--- src/hw/rtl/assert_macros.svh ---
`ifndef ASSERT_MACROS_SVH
`define ASSERT_MACROS_SVH

// Clocked check, masked while reset is asserted
`define U8_ASSERT(lbl, prop, msg) \
  lbl: assert property (@(posedge clk) disable iff (!rst_n) prop) else $error(msg);

// Clocked check that also holds during reset
`define U8_ASSERT_ALWAYS(lbl, prop, msg) \
  lbl: assert property (@(posedge clk) prop) else $error(msg);

`endif

--- src/hw/rtl/u8u16_pkg.sv ---
`timescale 1ns / 1ps

package u8u16_pkg;

  // Per-string completion status
  typedef enum logic [2:0] {
    ST_OK        = 3'd0,
    ST_BAD_LEAD  = 3'd1,
    ST_BAD_CONT  = 3'd2,
    ST_TRUNC     = 3'd3,
    ST_RANGE     = 3'd4,
    ST_FULL      = 3'd5
  } status_t;

  localparam logic [20:0] BOM_CP      = 21'h00FEFF;
  localparam logic [20:0] BMP_LIMIT   = 21'h010000;
  localparam logic [20:0] CP_LIMIT    = 21'h110000;
  localparam logic [15:0] HI_SURR     = 16'hD800;
  localparam logic [15:0] LO_SURR     = 16'hDC00;
  localparam logic [15:0] CAP_RESET   = 16'hFFFF;
  localparam int          MAX_RESULTS = 3;

  // One result item as seen on the output channel
  typedef struct packed {
    logic [15:0] unit_value;
    logic        is_summary;
    status_t     status;
    logic [15:0] unit_count;
    logic        bom_seen;
    logic        run_last;
  } item_t;

  // All results caused by one byte, oldest at index 0
  typedef struct packed {
    item_t [MAX_RESULTS-1:0] items;
    logic  [1:0]             n;
  } bundle_t;

endpackage

--- src/hw/rtl/u8u16_if.sv ---
`timescale 1ns / 1ps

// Byte input channel
interface u8u16_in_if;
  logic       valid;
  logic       ready;
  logic [7:0] in_byte;
  logic       end_of_string;

  modport source (output valid, in_byte, end_of_string, input ready);
  modport sink   (input valid, in_byte, end_of_string, output ready);
endinterface

// UTF-16 unit / summary result channel
interface u8u16_out_if;
  logic        valid;
  logic        ready;
  logic [15:0] unit_value;
  logic        is_summary;
  logic [2:0]  status;
  logic [15:0] unit_count;
  logic        bom_seen;
  logic        run_last;

  modport source (output valid, unit_value, is_summary, status, unit_count, bom_seen,
                  run_last, input ready);
  modport sink   (input valid, unit_value, is_summary, status, unit_count, bom_seen,
                  run_last, output ready);
endinterface

--- src/hw/rtl/u8u16_step.sv ---
`timescale 1ns / 1ps
`include "assert_macros.svh"

// Per-string decode state plus the logic that turns one byte into its results.
module u8u16_step #(
  parameter int COUNT_BITS = 16
) (
  input  logic                clk,
  input  logic                rst_n,
  input  logic                accept,
  input  logic [7:0]          in_byte,
  input  logic                end_of_string,
  input  logic [15:0]         cap,
  output u8u16_pkg::bundle_t  bundle
);

  // Width that holds both the count and the 16-bit capacity, plus one
  localparam int UW = ((COUNT_BITS > 16) ? COUNT_BITS : 16) + 1;

  logic [20:0]               acc_r, acc_nxt;
  logic [1:0]                pend_r, pend_nxt;
  logic [1:0]                pos_r, pos_nxt;
  u8u16_pkg::status_t        err_r, err_nxt;
  logic [COUNT_BITS-1:0]     units_r, units_nxt;
  logic                      bom_r, bom_nxt;

  logic                      done;
  logic [20:0]               cp;
  logic [19:0]               cp_off;
  logic [UW-1:0]             cap_ext, cap_max, cap_f, units_ext;
  logic [1:0]                nu;
  logic [15:0]               u0_val, u1_val;
  logic [UW-1:0]             cnt0_ext, cnt1_ext, cntf_ext;
  u8u16_pkg::item_t          u0, u1, sm;

  assign cap_max = UW'((UW'(1) << COUNT_BITS) - UW'(1));
  assign cap_ext = UW'(cap);
  assign cap_f   = (cap_ext < cap_max) ? cap_ext : cap_max;

  // Byte classification, accumulation and unit generation
  always_comb begin
    acc_nxt   = acc_r;
    pend_nxt  = pend_r;
    err_nxt   = err_r;
    units_nxt = units_r;
    bom_nxt   = bom_r;
    done      = 1'b0;
    nu        = 2'd0;
    u0_val    = '0;
    u1_val    = '0;
    cnt0_ext  = '0;
    cnt1_ext  = '0;
    cp        = '0;
    cp_off    = '0;
    units_ext = '0;

    if (err_r == u8u16_pkg::ST_OK) begin
      if (pend_r == 2'd0) begin
        if (in_byte < 8'h80) begin
          acc_nxt = 21'(in_byte);
          done    = 1'b1;
        end else if (in_byte < 8'hC0) begin
          err_nxt = u8u16_pkg::ST_BAD_LEAD;
        end else if (in_byte < 8'hE0) begin
          acc_nxt  = 21'(in_byte[4:0]);
          pend_nxt = 2'd1;
        end else if (in_byte < 8'hF0) begin
          acc_nxt  = 21'(in_byte[3:0]);
          pend_nxt = 2'd2;
        end else if (in_byte < 8'hF8) begin
          acc_nxt  = 21'(in_byte[2:0]);
          pend_nxt = 2'd3;
        end else begin
          err_nxt = u8u16_pkg::ST_BAD_LEAD;
        end
      end else if (in_byte[7:6] != 2'b10) begin
        err_nxt = u8u16_pkg::ST_BAD_CONT;
      end else begin
        acc_nxt  = {acc_r[14:0], in_byte[5:0]};
        pend_nxt = pend_r - 2'd1;
        done     = (pend_r == 2'd1);
      end

      if (done) begin
        cp        = acc_nxt;
        cp_off    = 20'(cp - u8u16_pkg::BMP_LIMIT);
        units_ext = UW'(units_r);
        if (cp == u8u16_pkg::BOM_CP && pos_r == 2'd2) begin
          bom_nxt = 1'b1;
        end else if (cp < u8u16_pkg::BMP_LIMIT) begin
          if (units_ext >= cap_f) begin
            err_nxt = u8u16_pkg::ST_FULL;
          end else begin
            units_nxt = units_r + COUNT_BITS'(1);
            nu        = 2'd1;
            u0_val    = cp[15:0];
            cnt0_ext  = units_ext + UW'(1);
          end
        end else if (cp < u8u16_pkg::CP_LIMIT) begin
          if (units_ext + UW'(1) >= cap_f) begin
            err_nxt = u8u16_pkg::ST_FULL;
          end else begin
            units_nxt = units_r + COUNT_BITS'(2);
            nu        = 2'd2;
            u0_val    = u8u16_pkg::HI_SURR | 16'(cp_off[19:10]);
            u1_val    = u8u16_pkg::LO_SURR | 16'(cp_off[9:0]);
            cnt0_ext  = units_ext + UW'(1);
            cnt1_ext  = units_ext + UW'(2);
          end
        end else begin
          err_nxt = u8u16_pkg::ST_RANGE;
        end
        acc_nxt = '0;
      end

      if (end_of_string && err_nxt == u8u16_pkg::ST_OK && pend_nxt != 2'd0) begin
        err_nxt = u8u16_pkg::ST_TRUNC;
      end
    end

    pos_nxt = (pos_r < 2'd3) ? pos_r + 2'd1 : pos_r;
  end

  // Pack unit items and the summary into the result bundle
  always_comb begin
    cntf_ext = UW'(units_nxt);

    u0            = '0;
    u0.unit_value = u0_val;
    u0.status     = u8u16_pkg::ST_OK;
    u0.unit_count = cnt0_ext[15:0];
    u0.bom_seen   = bom_nxt;

    u1            = '0;
    u1.unit_value = u1_val;
    u1.status     = u8u16_pkg::ST_OK;
    u1.unit_count = cnt1_ext[15:0];
    u1.bom_seen   = bom_nxt;

    sm            = '0;
    sm.is_summary = 1'b1;
    sm.status     = err_nxt;
    sm.unit_count = cntf_ext[15:0];
    sm.bom_seen   = bom_nxt;

    bundle = '0;
    if (nu != 2'd0) begin
      bundle.items[0] = u0;
    end
    if (nu == 2'd2) begin
      bundle.items[1] = u1;
    end
    if (end_of_string) begin
      bundle.items[nu] = sm;
    end
    bundle.n = nu + 2'(end_of_string);
    if (bundle.n != 2'd0) begin
      bundle.items[bundle.n - 2'd1].run_last = 1'b1;
    end
  end

  // String state; the summary byte clears it
  always_ff @(posedge clk) begin
    if (!rst_n) begin
      acc_r   <= '0;
      pend_r  <= '0;
      pos_r   <= '0;
      err_r   <= u8u16_pkg::ST_OK;
      units_r <= '0;
      bom_r   <= 1'b0;
    end else if (accept) begin
      if (end_of_string) begin
        acc_r   <= '0;
        pend_r  <= '0;
        pos_r   <= '0;
        err_r   <= u8u16_pkg::ST_OK;
        units_r <= '0;
        bom_r   <= 1'b0;
      end else begin
        acc_r   <= acc_nxt;
        pend_r  <= pend_nxt;
        pos_r   <= pos_nxt;
        err_r   <= err_nxt;
        units_r <= units_nxt;
        bom_r   <= bom_nxt;
      end
    end
  end

  // Once a string has failed, no more units come out of it
  `U8_ASSERT(a_err_no_units, accept && err_r != u8u16_pkg::ST_OK |-> nu == 2'd0, "unit after error")
  // An accepted last byte leaves the string state cleared
  `U8_ASSERT(a_eos_clears, accept && end_of_string |=> units_r == '0 && pend_r == 2'd0 && !bom_r, "string state not cleared")

endmodule

--- src/hw/rtl/utf8_to_utf16_decoder_top.sv ---
`timescale 1ns / 1ps
`include "assert_macros.svh"
// The first result of a byte is offered in the cycle after its transfer.
// Throughput: one byte per cycle while each byte yields at most one result and the
// receiver is ready; a byte yielding more (up to 3) holds the input until its last item
// leaves the result buffer, one item per ready cycle. Reset is synchronous, active low:
// string state and the result buffer clear, and the capacity cap_r returns to 65535.

module utf8_to_utf16_decoder_top #(
  parameter int COUNT_BITS = 16
) (
  input  logic                clk,
  input  logic                rst_n,
  u8u16_in_if.sink            in_ch,
  u8u16_out_if.source         out_ch,
  input  logic                cfg_we,
  input  logic [15:0]         cfg_wdata
);

  logic [15:0]                                cap_r;
  u8u16_pkg::bundle_t                         bundle;
  u8u16_pkg::item_t [u8u16_pkg::MAX_RESULTS-1:0] items_r;
  logic [1:0]                                 cnt_r;
  logic                                       in_xfer, out_xfer;

  // Capacity register
  always_ff @(posedge clk) begin
    if (!rst_n) begin
      cap_r <= u8u16_pkg::CAP_RESET;
    end else if (cfg_we) begin
      cap_r <= cfg_wdata;
    end
  end

  // Take a byte when the buffer is empty or its last item leaves this cycle
  assign out_xfer    = out_ch.valid && out_ch.ready;
  assign in_ch.ready = (cnt_r == 2'd0) || (cnt_r == 2'd1 && out_ch.ready);
  assign in_xfer     = in_ch.valid && in_ch.ready;

  u8u16_step #(
    .COUNT_BITS (COUNT_BITS)
  ) u_step (
    .clk           (clk),
    .rst_n         (rst_n),
    .accept        (in_xfer),
    .in_byte       (in_ch.in_byte),
    .end_of_string (in_ch.end_of_string),
    .cap           (cap_r),
    .bundle        (bundle)
  );

  // Result buffer: item count
  always_ff @(posedge clk) begin
    if (!rst_n) begin
      cnt_r <= '0;
    end else if (in_xfer) begin
      cnt_r <= bundle.n;
    end else if (out_xfer) begin
      cnt_r <= cnt_r - 2'd1;
    end
  end

  // Result buffer: payload, shifted toward the head on each transfer
  always_ff @(posedge clk) begin
    if (in_xfer) begin
      items_r <= bundle.items;
    end else if (out_xfer) begin
      items_r[0] <= items_r[1];
      items_r[1] <= items_r[2];
    end
  end

  assign out_ch.valid      = (cnt_r != 2'd0);
  assign out_ch.unit_value = items_r[0].unit_value;
  assign out_ch.is_summary = items_r[0].is_summary;
  assign out_ch.status     = items_r[0].status;
  assign out_ch.unit_count = items_r[0].unit_count;
  assign out_ch.bom_seen   = items_r[0].bom_seen;
  assign out_ch.run_last   = items_r[0].run_last;

  // The head carries run_last exactly when it is the last buffered item
  `U8_ASSERT(a_run_last_pos, out_ch.valid |-> out_ch.run_last == (cnt_r == 2'd1), "run_last misplaced")
  // A last byte always leaves a summary pending
  `U8_ASSERT(a_eos_summary, in_xfer && in_ch.end_of_string |=> cnt_r != 2'd0, "summary lost")
  // Reset leaves the result buffer empty
  `U8_ASSERT_ALWAYS(a_rst_empty, !rst_n |=> cnt_r == 2'd0, "buffer not empty after reset")

endmodule

--- src/flat_wrapper.sv ---
// flat-port wrapper written by rule: the top's interface ports become plain ports
module utf8_to_utf16_decoder_top_flat 
#(
  parameter int COUNT_BITS = 16
)
  (clk, rst_n, cfg_we, cfg_wdata, in_ch_valid, in_ch_in_byte, in_ch_end_of_string, in_ch_ready, out_ch_valid, out_ch_unit_value, out_ch_is_summary, out_ch_status, out_ch_unit_count, out_ch_bom_seen, out_ch_run_last, out_ch_ready);
  u8u16_in_if in_ch_i ();
  u8u16_out_if out_ch_i ();
  input  logic clk;
  input  logic rst_n;
  input  logic cfg_we;
  input  logic [15:0] cfg_wdata;
  input wire logic [$bits(in_ch_i.valid)-1:0] in_ch_valid;
  input wire logic [$bits(in_ch_i.in_byte)-1:0] in_ch_in_byte;
  input wire logic [$bits(in_ch_i.end_of_string)-1:0] in_ch_end_of_string;
  output wire logic [$bits(in_ch_i.ready)-1:0] in_ch_ready;
  output wire logic [$bits(out_ch_i.valid)-1:0] out_ch_valid;
  output wire logic [$bits(out_ch_i.unit_value)-1:0] out_ch_unit_value;
  output wire logic [$bits(out_ch_i.is_summary)-1:0] out_ch_is_summary;
  output wire logic [$bits(out_ch_i.status)-1:0] out_ch_status;
  output wire logic [$bits(out_ch_i.unit_count)-1:0] out_ch_unit_count;
  output wire logic [$bits(out_ch_i.bom_seen)-1:0] out_ch_bom_seen;
  output wire logic [$bits(out_ch_i.run_last)-1:0] out_ch_run_last;
  input wire logic [$bits(out_ch_i.ready)-1:0] out_ch_ready;
  assign in_ch_i.valid = in_ch_valid;
  assign in_ch_i.in_byte = in_ch_in_byte;
  assign in_ch_i.end_of_string = in_ch_end_of_string;
  assign in_ch_ready = in_ch_i.ready;
  assign out_ch_valid = out_ch_i.valid;
  assign out_ch_unit_value = out_ch_i.unit_value;
  assign out_ch_is_summary = out_ch_i.is_summary;
  assign out_ch_status = out_ch_i.status;
  assign out_ch_unit_count = out_ch_i.unit_count;
  assign out_ch_bom_seen = out_ch_i.bom_seen;
  assign out_ch_run_last = out_ch_i.run_last;
  assign out_ch_i.ready = out_ch_ready;
  utf8_to_utf16_decoder_top #(.COUNT_BITS(COUNT_BITS)) u_core (.clk(clk), .rst_n(rst_n), .in_ch(in_ch_i), .out_ch(out_ch_i), .cfg_we(cfg_we), .cfg_wdata(cfg_wdata));
endmodule
--- config.mk ---
export PLATFORM = sky130hd
export DESIGN_NAME = utf8_to_utf16_decoder_top_flat
export DESIGN_NICKNAME = d
export VERILOG_FILES = /design/src/hw/rtl/u8u16_pkg.sv /design/src/hw/rtl/u8u16_if.sv /design/src/hw/rtl/u8u16_step.sv /design/src/hw/rtl/utf8_to_utf16_decoder_top.sv /design/src/flat_wrapper.sv
export VERILOG_INCLUDE_DIRS = /design/src /design/src/hw/rtl
export SDC_FILE = /design/constraint.sdc
export NUM_CORES = 1
export LEC_CHECK = 0
export BUFFER_PORTS_ARGS = -buffer_cell sky130_fd_sc_hd__buf_2
export CELL_PAD_IN_SITES_DETAIL_PLACEMENT = 0
export CELL_PAD_IN_SITES_GLOBAL_PLACEMENT = 1
export CORE_AREA = 2 2 144 146
export CTS_BUF_LIST = sky130_fd_sc_hd__clkbuf_2 sky130_fd_sc_hd__clkbuf_4 sky130_fd_sc_hd__clkbuf_8
export DETAILED_ROUTE_END_ITERATION = 8
export DIE_AREA = 0 0 146 148
export GPL_TIMING_DRIVEN = 0
export PLACE_DENSITY_LB_ADDON = 0.1
export SYNTH_ARGS = -nofsm -noshare
export SYNTH_HDL_FRONTEND = slang
export SYNTH_SLANG_ARGS = --single-unit
--- constraint.sdc ---
create_clock -name clk -period 4.6 [get_ports clk]
set_input_delay 0.46 -clock clk [delete_from_list [all_inputs] [get_ports clk]]
set_output_delay 0.46 -clock clk [all_outputs]
set_load 0.1 [all_outputs]
# --- Yosys cells after proc, flatten, opt, wreduce, memory -nomap -nowiden ---
# Index checks and enable logic that the tools add are counted.
op_classes:
  magnitude_cmp: 15
  add_sub_neg: 10
  n_eq_ne: 6
  n_reduce_logical: 22
  n_mux: 104
ops:
  columns: ["cell", "count"]
  rows:
  - ["2-to-1 mux 16 bit", 35]
  - ["2-to-1 mux 21 bit", 11]
  - ["bitwise mux 114 bit", 2]
  - ["2-to-1 mux 114 bit", 2]
  - ["demux 38 bit (select 2 bit)", 2]
  - ["2-to-1 mux 76 bit", 2]
  - ["2-to-1 mux 38 bit", 3]
  - ["2-to-1 mux 3 bit", 17]
  - ["less-than comparator 8 bit, second input constant", 5]
  - ["2-to-1 mux 2 bit", 20]
  - ["adder 16 x 2 -> 16 bit, second input constant", 2]
  - ["equality test 21 x 16 -> 1 bit, second input constant", 1]
  - ["less-than comparator 21 x 17 -> 1 bit, second input constant", 1]
  - ["less-than comparator 21 bit, second input constant", 1]
  - ["subtractor 20 x 17 -> 20 bit, second input constant", 1]
  - ["adder 16 x 1 -> 17 bit, second input constant", 1]
  - ["greater-or-equal comparator 17 x 16 -> 1 bit", 1]
  - ["adder 16 x 1 -> 16 bit, second input constant", 1]
  - ["greater-or-equal comparator 16 bit", 1]
  - ["less-than comparator 16 bit, second input constant", 1]
  - ["nonzero test 2 bit", 7]
  - ["2-to-1 mux 1 bit", 10]
  - ["logical AND 1 bit", 8]
  - ["logical NOT 3 bit", 2]
  - ["12 further kinds", 20]
word_totals:
  elab_cells: 183
  ff_bits: 177
  inputBits: 30
  output_inout_bits: 40

# --- Logic depth before layout (Yosys ltp) ---
# Gate-level depths: netlist (run 1).
depth:
  depth_word: 24
  mapped_depth: 21
  mapped_depth_nobuf: 19

# --- Cells and area by module ---
# A second synthesis (run 1) with hierarchy kept.
hier_totals:
  hier_cells: 1064
  hier_area_um2: 10679.0
by_module_without_submodules:
  columns: ["module", "seq_area_each_um2", "cells_each", "area_each_um2", "n_inst"]
  rows:
  - ["utf8_to_utf16_decoder_top", 3783.6, 308, 5375.2, 1]
  - ["u8u16_step", 900.9, 756, 5303.8, 1]

# --- Worst setup path before layout (run 1) ---
# Ideal clock, no wire load.
synth_path:
  path_kind: "flip-flop to flip-flop"
  from: "reg u_core.u_step.units_r[3]"
  to: "reg u_core.items_r, in the netlist u_core.out_ch.unit_count[5] (data pin)"
  setup_ns: 0.261
  t_arrival_ns: 3.841
  synth_period_minus_slack_ns: 4.102
  required_ns: 4.339
  setup_slack_ns: 0.498
  stages_incl_launch_ff: 19
  path_buffers: 2
  cell_sequence: "dfxtp_1 > clkbuf_1 > and3_1 > and3_1 > and4_1 > nand2_1 > nor2_1 > xor2_1 > ha_1 > nand4_1 > nor2_1 > a41oi_1 > o21ai_0 > a211o_1 > nor2_1 > clkbuf_1 > o21ai_1 > and3_1 > o32a_1"
synth_via:
  elab_chain_len: 17
  elab_cells_between_ends: 42
  cone_classes: "add/sub (5); order compare (4); mux (30); reduce/logical (3)"
synth_lines:
  columns: ["item", "line", "source"]
  rows:
  - ["start, declared", "u8u16_step.sv:24", "logic [COUNT_BITS-1:0] units_r, units_nxt;"]
  - ["start signal, assigned", "u8u16_step.sv:184", "units_r <= units_nxt;"]
  - ["adder 16 x 1 -> 17 bit", "u8u16_step.sv:94, u8u16_step.sv:97, u8u16_step.sv:107", null]
  - ["greater-or-equal comparator 17 x 16 -> 1 bit", "u8u16_step.sv:100", "if (units_ext + UW'(1) >= cap_f) begin"]
  - ["2-to-1 mux 2 bit", "u8u16_step.sv:100", null]
  - ["2-to-1 mux 2 bit", "u8u16_step.sv:99", "end else if (cp < u8u16_pkg::CP_LIMIT) begin"]
  - ["2-to-1 mux 2 bit", "u8u16_step.sv:90", "end else if (cp < u8u16_pkg::BMP_LIMIT) begin"]
  - ["2-to-1 mux 2 bit", "u8u16_step.sv:88", "if (cp == u8u16_pkg::BOM_CP && pos_r == 2'd2) begin"]
  - ["2-to-1 mux 2 bit", "u8u16_step.sv:84", "if (done) begin"]
  - ["2-to-1 mux 2 bit", "u8u16_step.sv:57", "if (err_r == u8u16_pkg::ST_OK) begin"]
  - ["less-than comparator 2 x 3 -> 1 bit (not written as such) / greater-or-equal comparator 2 x 1 -> 1 bit (equally long branches)", "u8u16_step.sv:154", "bundle.items[nu] = sm;"]
  - ["logical AND 1 bit (not written as such)", "u8u16_step.sv:154", null]
  - ["2-to-1 mux 38 bit (not written as such)", "u8u16_step.sv:154", null]
  - ["demux 38 bit (select 2 bit)", "u8u16_step.sv:154", null]
  - ["bitwise mux 114 bit", "u8u16_step.sv:154", null]
  - ["2-to-1 mux 114 bit", "u8u16_step.sv:153", "if (end_of_string) begin"]
  - ["bitwise mux 114 bit", "u8u16_step.sv:158", "bundle.items[bundle.n - 2'd1].run_last = 1'b1;"]
  - ["2-to-1 mux 114 bit (*)", "u8u16_step.sv:157", "if (bundle.n != 2'd0) begin"]
  - ["2-to-1 mux 76 bit (*)", "utf8_to_utf16_decoder_top.sv:65", "if (in_xfer) begin"]
  - ["end signal, assigned", "utf8_to_utf16_decoder_top.sv:66", "items_r <= bundle.items;"]
  - ["end, declared", "utf8_to_utf16_decoder_top.sv:22", "u8u16_pkg::item_t [u8u16_pkg::MAX_RESULTS-1:0] items_r;"]
# Every way passes the cells marked *; elsewhere a longest branch is shown, timed or not.
# A chain may end at the register's enable or synchronous reset.

# --- Worst setup path after layout (run 1) ---
layout_path:
  from: "reg u_core.u_step.units_r[5]"
  to: "reg u_core.items_r, in the netlist u_core.out_ch.status[0] (data pin)"
layout_via:
  elab_chain_len: 18
  elab_cells_between_ends: 36
  cone_classes: "add/sub (3); order compare (4); mux (24); reduce/logical (5)"
layout_lines:
  columns: ["item", "line"]
  rows:
  - ["branches (longest 16 deep; another with adder 16 x 1 -> 17 bit)", null]
  - ["2-to-1 mux 114 bit (*)", "u8u16_step.sv:157"]
  - ["2-to-1 mux 76 bit (*)", "utf8_to_utf16_decoder_top.sv:65"]
# Every way passes the cells marked *. The select of a mux whose other input is x is not followed.

==> flow_metrics.tcl, run 1 <==
set metrics [dict create \
    clock_latency_ns 0.48 \
    clockBufferDepth 2 \
    final_cell_mix "nor2_1, nand2_1, edfxtp_1, buf_2, dfxtp_1" \
    crit_start "u_core.u_step.units_r[5]$_SDFFE_PN0P_" \
    use_met1_pct 38.3 \
    combPwrFrac_pct 39.5 \
    drive_above_1_share_pct 19.8 \
    use_met2_pct 48.8 \
    dp.final_hpwl_um 22800 \
    vias 8883 \
    r2r_start "u_core.u_step.units_r[5]$_SDFFE_PN0P_" \
    outcome "finished, final reports clean" \
    leakage_nw 4.37 \
    diodes 0 \
    ioPinCount 70 \
    worstHoldPathType "primary input to flip-flop" \
    synth_edf_count 93 \
    synthDistinctLibCells 79 \
    areaGrowthSynthToFinish_pct 15.9 \
    critical-path-max-stage-delay_ns 0.44 \
    initial_core_util_pct 47.6 \
    final_max_slew_viol_count 0 \
    min_from "cfg_wdata[5]" \
    synth.cell_area_um2 9530 \
    grt_overflow 0 \
    clock-root-buffer "clkbuf_8" \
    start_kind "flip-flop" \
    cts.htree.levels 4 \
    synthFlopType "edfxtp_1" \
    synth_warnings 0 \
    r2r_cells 18 \
    grtUsageTotal_pct 29.0 \
    cp.arrival_ns 4.67 \
    yosys_register_bits 156 \
    internal_power_w 0.00265 \
    dr.pass1.iters 6 \
    numClockSinks 156 \
    wire_per_inst_um 21.5 \
    p_clk_share_pct 21.9 \
    final_common_cell "nor2_1" \
    die_h_um 148 \
    critPathCaptureType "flip-flop" \
    die_area_um2 21600 \
    power.switching_w 0.00211 \
    post-route-period-util_pct 96.7 \
    chipWidth_um 146 \
    clkSlewWorstSetupHoldPaths_ns 0.10 \
    drc_errors 0 \
    stdcell_area_um2 11000 \
    maxCapViolCount 0 \
    power_frac_seq_pct 38.6 \
    synth.avg_cell_area_um2 8.81 \
    hold_path_depth 3 \
    rows 52 \
    ys_async_sr_fraction_pct 0 \
    grt_pass1_wl_um 48200 \
    fin_setup_tns_ns 0 \
    grt_antenna_before_repair 0 \
    port_buffers 67 \
    cts_tree "built" \
    critPathMaxFanout 10 \
    fin_nets 1258 \
    ir_worst_vdd_mv 0.427 \
    place_congestion 0.948 \
    setup_violations 0 \
    tightest_slew_ns 1.06 \
    fmax_mhz 225 \
    path_class "flip-flop to flip-flop" \
    crit_chain "clkbuf_1 -> and3_2 -> and4_2 -> nand2_2 -> nor2_4 -> xor2_2 -> ha_1 -> nand2_1 -> nor2_1 -> a41oi_1 -> o21ai_0 -> a211o_2 -> inv_4 -> a21oi_4 -> nor2_4 -> buf_4 -> nor2_1 -> a221o_1" \
    drtIter0Drc 836 \
    slowest_stage "a211o_2" \
    final.setup_skew_ns 0.0121 \
    core_um2 20000 \
    fin_crit_ns 4.45 \
    holdBufCountCts 0 \
    grt_max_degree 43 \
    grt_pass1_vias 8312 \
    cp.required_ns 4.83 \
    switching_share_pct 44.3 \
    grt_util_met3_pct 5.03 \
    tritoncts.num_buffers 17 \
    p_per_area_nw_per_um2 431 \
    placement.cell_area_um2 10200 \
    ys_seq_area_share_pct 42.5 \
    hold_viol 0 \
    gr-max-usage-layer "met2" \
    vias_per_cell 6.05 \
    wl_um 31500 \
    ant_nets 0 \
    timing.slew.headroom_pct 28.8 \
    syn_inst 1082 \
    synth_nets 1154 \
]
cell usage after synthesis (all sizes together), types with 6 or more instances:
master  instances  area share (%)
a21boi          7            0.59
or3             8            0.53
or2             8            0.53
xor2           10            0.92
a32o           10             1.1
nor2          128             5.0
xnor2          19             1.7
nand3          44             2.4
edfxtp         93              29
a31o            6            0.55
clkbuf         57             2.2
a41oi           6            0.55
o211ai         26             2.0
buf            48             3.4
o21a            7            0.55
a31oi          16             1.1
o31ai           8            0.63
a32oi           6            0.55
and3           18             1.2
nand2         120             4.7
dfxtp          63              13
o221ai         10            0.92
nand2b          7            0.46
a21o            7            0.55
o22ai          17             1.1
ha             42             5.5
a22oi          15             1.2
nor3           23             1.2
inv            42             1.7
nor2b           8            0.53
a22o            7            0.64
o21ai          48             2.6
a21oi          60             3.2
and2           10            0.66
nand4           9            0.59
through the flow:
step	hold slack [ns]	std cells	utilization (%)	setup WS, ns	power, W
floorplan	0.440	1082	-	0.498	0.00328
global placement	0.455	1419	50.9	-1.18	0.00367
detailed placement	0.474	1420	51.1	-1.14	0.00369
CTS	0.178	1461	54.3	0.00285	0.00475
global route	0.191	1469	55.1	-0.0371	0.00493
finish	0.189	1469	55.1	0.152	0.00477
power by group through the flow:
| stage | clock [W] | sequential (W) | combinational (W) |
|---|---|---|---|
| after floorplan | 0 | 0.00191 | 0.00136 |
| after CTS | 0.00105 | 0.00184 | 0.00187 |
| after global routing | 0.00109 | 0.00186 | 0.00198 |
| after global placement | 0 | 0.00187 | 0.00180 |
| after detailed placement | 0 | 0.00187 | 0.00182 |
| final | 0.00104 | 0.00184 | 0.00188 |
state kept, by name, indices dropped and copies added (netlist names), 3 cells and up:
name                      flops
u_core.u_step.acc_r          21
u_core.cap_r                 16
u_core.out_ch.unit_count     16
u_core.items_r               55
u_core.u_step.units_r        16
u_core.out_ch.unit_value     16
u_core.u_step.err_r           3
u_core.out_ch.status          3
per-layer routing:
metal / routed length, um / share of wire, %
met5: 0 / 0
met4: 825 / 2.6
met3: 2180 / 6.9
met2: 15100 / 48
met1: 13400 / 43
critical path: cells and delay by family (launching register included):
| family | cells | cell delay [ns] |
|---|---|---|
| adders and majority gates | 1 | 0.26 |
| AOI/OAI and AO/OA | 5 | 1.23 |
| buffers and inverters | 3 | 0.65 |
| DFF | 1 | 0.42 |
| xor gates and xnor gates | 1 | 0.19 |
| and+or+nand+nor | 8 | 1.43 |
cell families (layout without fill, tap and decap cells):
| family | Yosys count | count (layout) | synth area share [%] |
|---|---|---|---|
| and+or+nand+nor | 402 | 402 | 19.5 |
| buffers and inverters | 149 | 266 | 7.42 |
| DFF | 156 | 156 | 42.5 |
| AOI/OAI and AO/OA | 300 | 300 | 22.0 |
| xor gates and xnor gates | 29 | 29 | 2.66 |
| other | 1 | 1 | 0.0393 |
| muxes | 3 | 3 | 0.341 |
| adders and majority gates | 42 | 42 | 5.51 |
path summary, 6_finish.rpt:
| kind | endpoint | slack, ns |
|---|---|---|
| setup / recovery | u_core.out_ch.status[0]$_DFFE_PP_ | 0.15 |
| hold / removal | u_core.cap_r[5]$_SDFFE_PN1P_ | 0.19 |
| setup reg to reg | u_core.out_ch.status[0]$_DFFE_PP_ | 0.15 |
| hold reg to reg | u_core.cap_r[0]$_SDFFE_PN1P_ | 0.49 |
layout make-up:
type	count	area [um^2]
Fill cell	1965	8990
Clock buffer	18	241
Timing Repair Buffer	87	518
Multi-Input combinational cell	777	5010
Tap cell	270	338
Inverter	44	171
Clock inverter	14	136
Buffer	103	573
Sequential cell	156	4060
what timing repair did:
item / in CTS / in global routing
setup endpoints to repair: 110 / 98
endpoints found under the hold margin: 0 / 0
pin swaps: 8 / 8
setup buffers: 11 / 8
resized for setup: 52 / 35
Note: power is estimated with default switching activity, not from simulation.
==> run 2, diff against run 1 <==
--- a/config.mk
+++ b/config.mk
@@ -9,12 +9,13 @@
 export BUFFER_PORTS_ARGS = -buffer_cell sky130_fd_sc_hd__buf_2
 export CELL_PAD_IN_SITES_DETAIL_PLACEMENT = 0
 export CELL_PAD_IN_SITES_GLOBAL_PLACEMENT = 1
-export CORE_AREA = 2 2 144 146
+export CORE_AREA = 5 5 147 149
 export CTS_BUF_LIST = sky130_fd_sc_hd__clkbuf_2 sky130_fd_sc_hd__clkbuf_4 sky130_fd_sc_hd__clkbuf_8
 export DETAILED_ROUTE_END_ITERATION = 8
-export DIE_AREA = 0 0 146 148
+export DIE_AREA = 0 0 152 154
 export GPL_TIMING_DRIVEN = 0
-export PLACE_DENSITY_LB_ADDON = 0.1
+export PLACE_DENSITY = 0.85
+export SLEW_MARGIN = 20
 export SYNTH_ARGS = -nofsm -noshare
 export SYNTH_HDL_FRONTEND = slang
 export SYNTH_SLANG_ARGS = --single-unit
==> flow_metrics.tcl, run 2 (synthesis gave the netlist of run 1 again) <==
set metrics [dict create \
    leakage_nw 4.35 \
    grt_pass1_wl_um 48500 \
    diodes 0 \
    rows 52 \
    fmax_mhz 225 \
    numClockSinks 156 \
    tightest_slew_ns 0.870 \
    grt_overflow 0 \
    timing.slew.headroom_pct 42.0 \
    r2r_setup_slack_ns 0.15 \
    fin_crit_ns 4.45 \
    core_um2 20000 \
    fin_setup_tns_ns 0 \
    final_cell_mix "nor2_1, nand2_1, edfxtp_1, buf_2, dfxtp_1" \
    port_buffers 67 \
    final.setup_skew_ns 0.0148 \
    setup_violations 0 \
    reg.largest.list "u_core.items_r (55), u_core.u_step.acc_r (21)" \
    largest_reg_flops 55 \
    top_register "u_core.items_r" \
    drive_above_1_share_pct 19.1 \
    place_congestion 0.947 \
    dr.pass1.iters 6 \
    tritoncts.num_buffers 17 \
    layoutNonFillerInstCount 1461 \
    final_max_slew_viol_count 0 \
    holdBufCountCts 0 \
    cts_tree "built" \
    grtUsageTotal_pct 26.0 \
    worst-path-stages 18 \
    dp_slack_ns -1.14 \
    worstHoldPathType "primary input to flip-flop" \
    crit_buf_inv 1 \
    crit_chain "ha_4 -> and3_1 -> and3_2 -> and4_2 -> nand2_2 -> nor2_4 -> xor2_1 -> ha_1 -> nand2_1 -> o21ai_0 -> a21oi_1 -> o21ai_0 -> a211o_2 -> inv_2 -> a21boi_0 -> nor2_1 -> a21o_1 -> a32o_1" \
    drtIter0Drc 950 \
    clockBufferDepth 2 \
    start_kind "flip-flop" \
    maxCapViolCount 0 \
    ir_worst_vdd_mv 0.285 \
    wl_um 31000 \
    vias_per_cell 6.13 \
    crit_path_end "u_core.items_r[43]$_DFFE_PP_" \
    vias 8952 \
    dp.final_hpwl_um 22200 \
    grt_pass1_vias 8630 \
    hold_slack_ns 0.206 \
    dp.cells 1421 \
    fin_nets 1250 \
    r2r_cells 18 \
    power_w 0.00470 \
    cp.arrival_ns 4.69 \
    fin_ws_ns 0.147 \
    areaGrowthSynthToFinish_pct 15.0 \
    post-route-period-util_pct 96.8 \
    drc_errors 0 \
    cts.htree.levels 4 \
    cp.required_ns 4.83 \
    slowest_stage "a21boi_0" \
    clock-root-buffer "clkbuf_8" \
    die_area_um2 23400 \
    final_common_cell "nor2_1" \
    fillers 1912 \
    hold_viol 0 \
    rsz0062_at_grt "yes" \
    critical-path-max-stage-delay_ns 0.51 \
    wire_per_inst_um 21.2 \
    die_h_um 154 \
    cp_common_cell "o21ai_0" \
    r2r_start "u_core.u_step.units_r[1]$_SDFFE_PN0P_" \
    cp_top_family "compound AO/OA/AOI/OAI gates" \
    grt_max_degree 50 \
    clock_latency_ns 0.47 \
    outcome "finished, final reports clean" \
    grt_antenna_before_repair 0 \
    critPathMaxFanout 7 \
    ioPinCount 70 \
    clkSlewWorstSetupHoldPaths_ns 0.09 \
    critPathCaptureType "flip-flop" \
    p_per_area_nw_per_um2 429 \
    ant_nets 0 \
    path_class "flip-flop to flip-flop" \
    initial_core_util_pct 47.6 \
    chipWidth_um 152 \
    rr_endpoint "u_core.items_r[43]$_DFFE_PP_" \
    crit_start "u_core.u_step.units_r[1]$_SDFFE_PN0P_" \
]
-- run 2: cell count changes in the layout (fill, tap and decap cells not counted), sizes merged --
cell	before	now
buf	136	129
inv	47	48
bufinv	1	0
clkinvlp	1	0
clkinv	9	8
clkbuf	72	73
-- run 2: report_power, final --
group	switching, W	leakage (nW)	total (W)	internal (W)
logic	0.00145	2.70	0.00190	0.000445
registers	0.0000718	1.45	0.00184	0.00177
clock network	0.000555	0.192	0.000967	0.000412
-- run 2: how the worst min path moves through the flow --
stage               slack (ns)                    startpoint                           end  cells after the start
floorplan                 0.44  u_core.cap_r[0]$_SDFFE_PN1P_  u_core.cap_r[0]$_SDFFE_PN1P_                      2
global placement          0.46  u_core.cap_r[0]$_SDFFE_PN1P_  u_core.cap_r[0]$_SDFFE_PN1P_                      2
finish                    0.21                  cfg_wdata[7]  u_core.cap_r[7]$_SDFFE_PN1P_                      3
detailed placement        0.46  u_core.cap_r[0]$_SDFFE_PN1P_  u_core.cap_r[0]$_SDFFE_PN1P_                      2
CTS                       0.20                  cfg_wdata[1]  u_core.cap_r[1]$_SDFFE_PN1P_                      3
global route              0.20                  cfg_wdata[0]  u_core.cap_r[0]$_SDFFE_PN1P_                      3
-- run 2: worst reg2reg max path: cells and delay by family (launching register included) --
family,cells,cell delay (ns)
buf+inv,1,0.10
flops,1,0.44
simple gates,7,1.36
xor+xnor,1,0.10
compound gates,7,1.72
fa+ha+maj,2,0.51
-- run 2: layer usage --
layer	global-route usage, %	routed length, um	vias up
met5	0	0	-
met4	9.80	1060	0
met3	5.93	2800	89
met2	42.5	14400	507
met1	33.9	12800	4222
li1	-	-	4134
-- run 2: repair_timing --
item / CTS / global route
pin swaps: 4 / 4
setup buffers: 8 / 3
resized for setup: 47 / 38
endpoints found under the setup margin: 109 / 99
-- run 2: final cells by class --
type / count / area (um^2) / share of cell area (%)
clock inverters: 12 / 85.1 / 0.776
repair buffers: 80 / 478 / 4.36
plain buffers: 102 / 567 / 5.17
flip-flops and latches: 156 / 4060 / 37.0
well taps: 270 / 338 / 3.08
multi-input cells: 777 / 5000 / 45.6
clock buffers: 20 / 269 / 2.45
inverters: 44 / 168 / 1.53
-- run 2: stage by stage --
stage,instance area [um^2],utilization (%)
floorplan,9530,-
global placement,10200,50.9
detailed placement,10300,51.2
CTS,10800,54.1
global route,11000,54.7
finish,11000,54.7
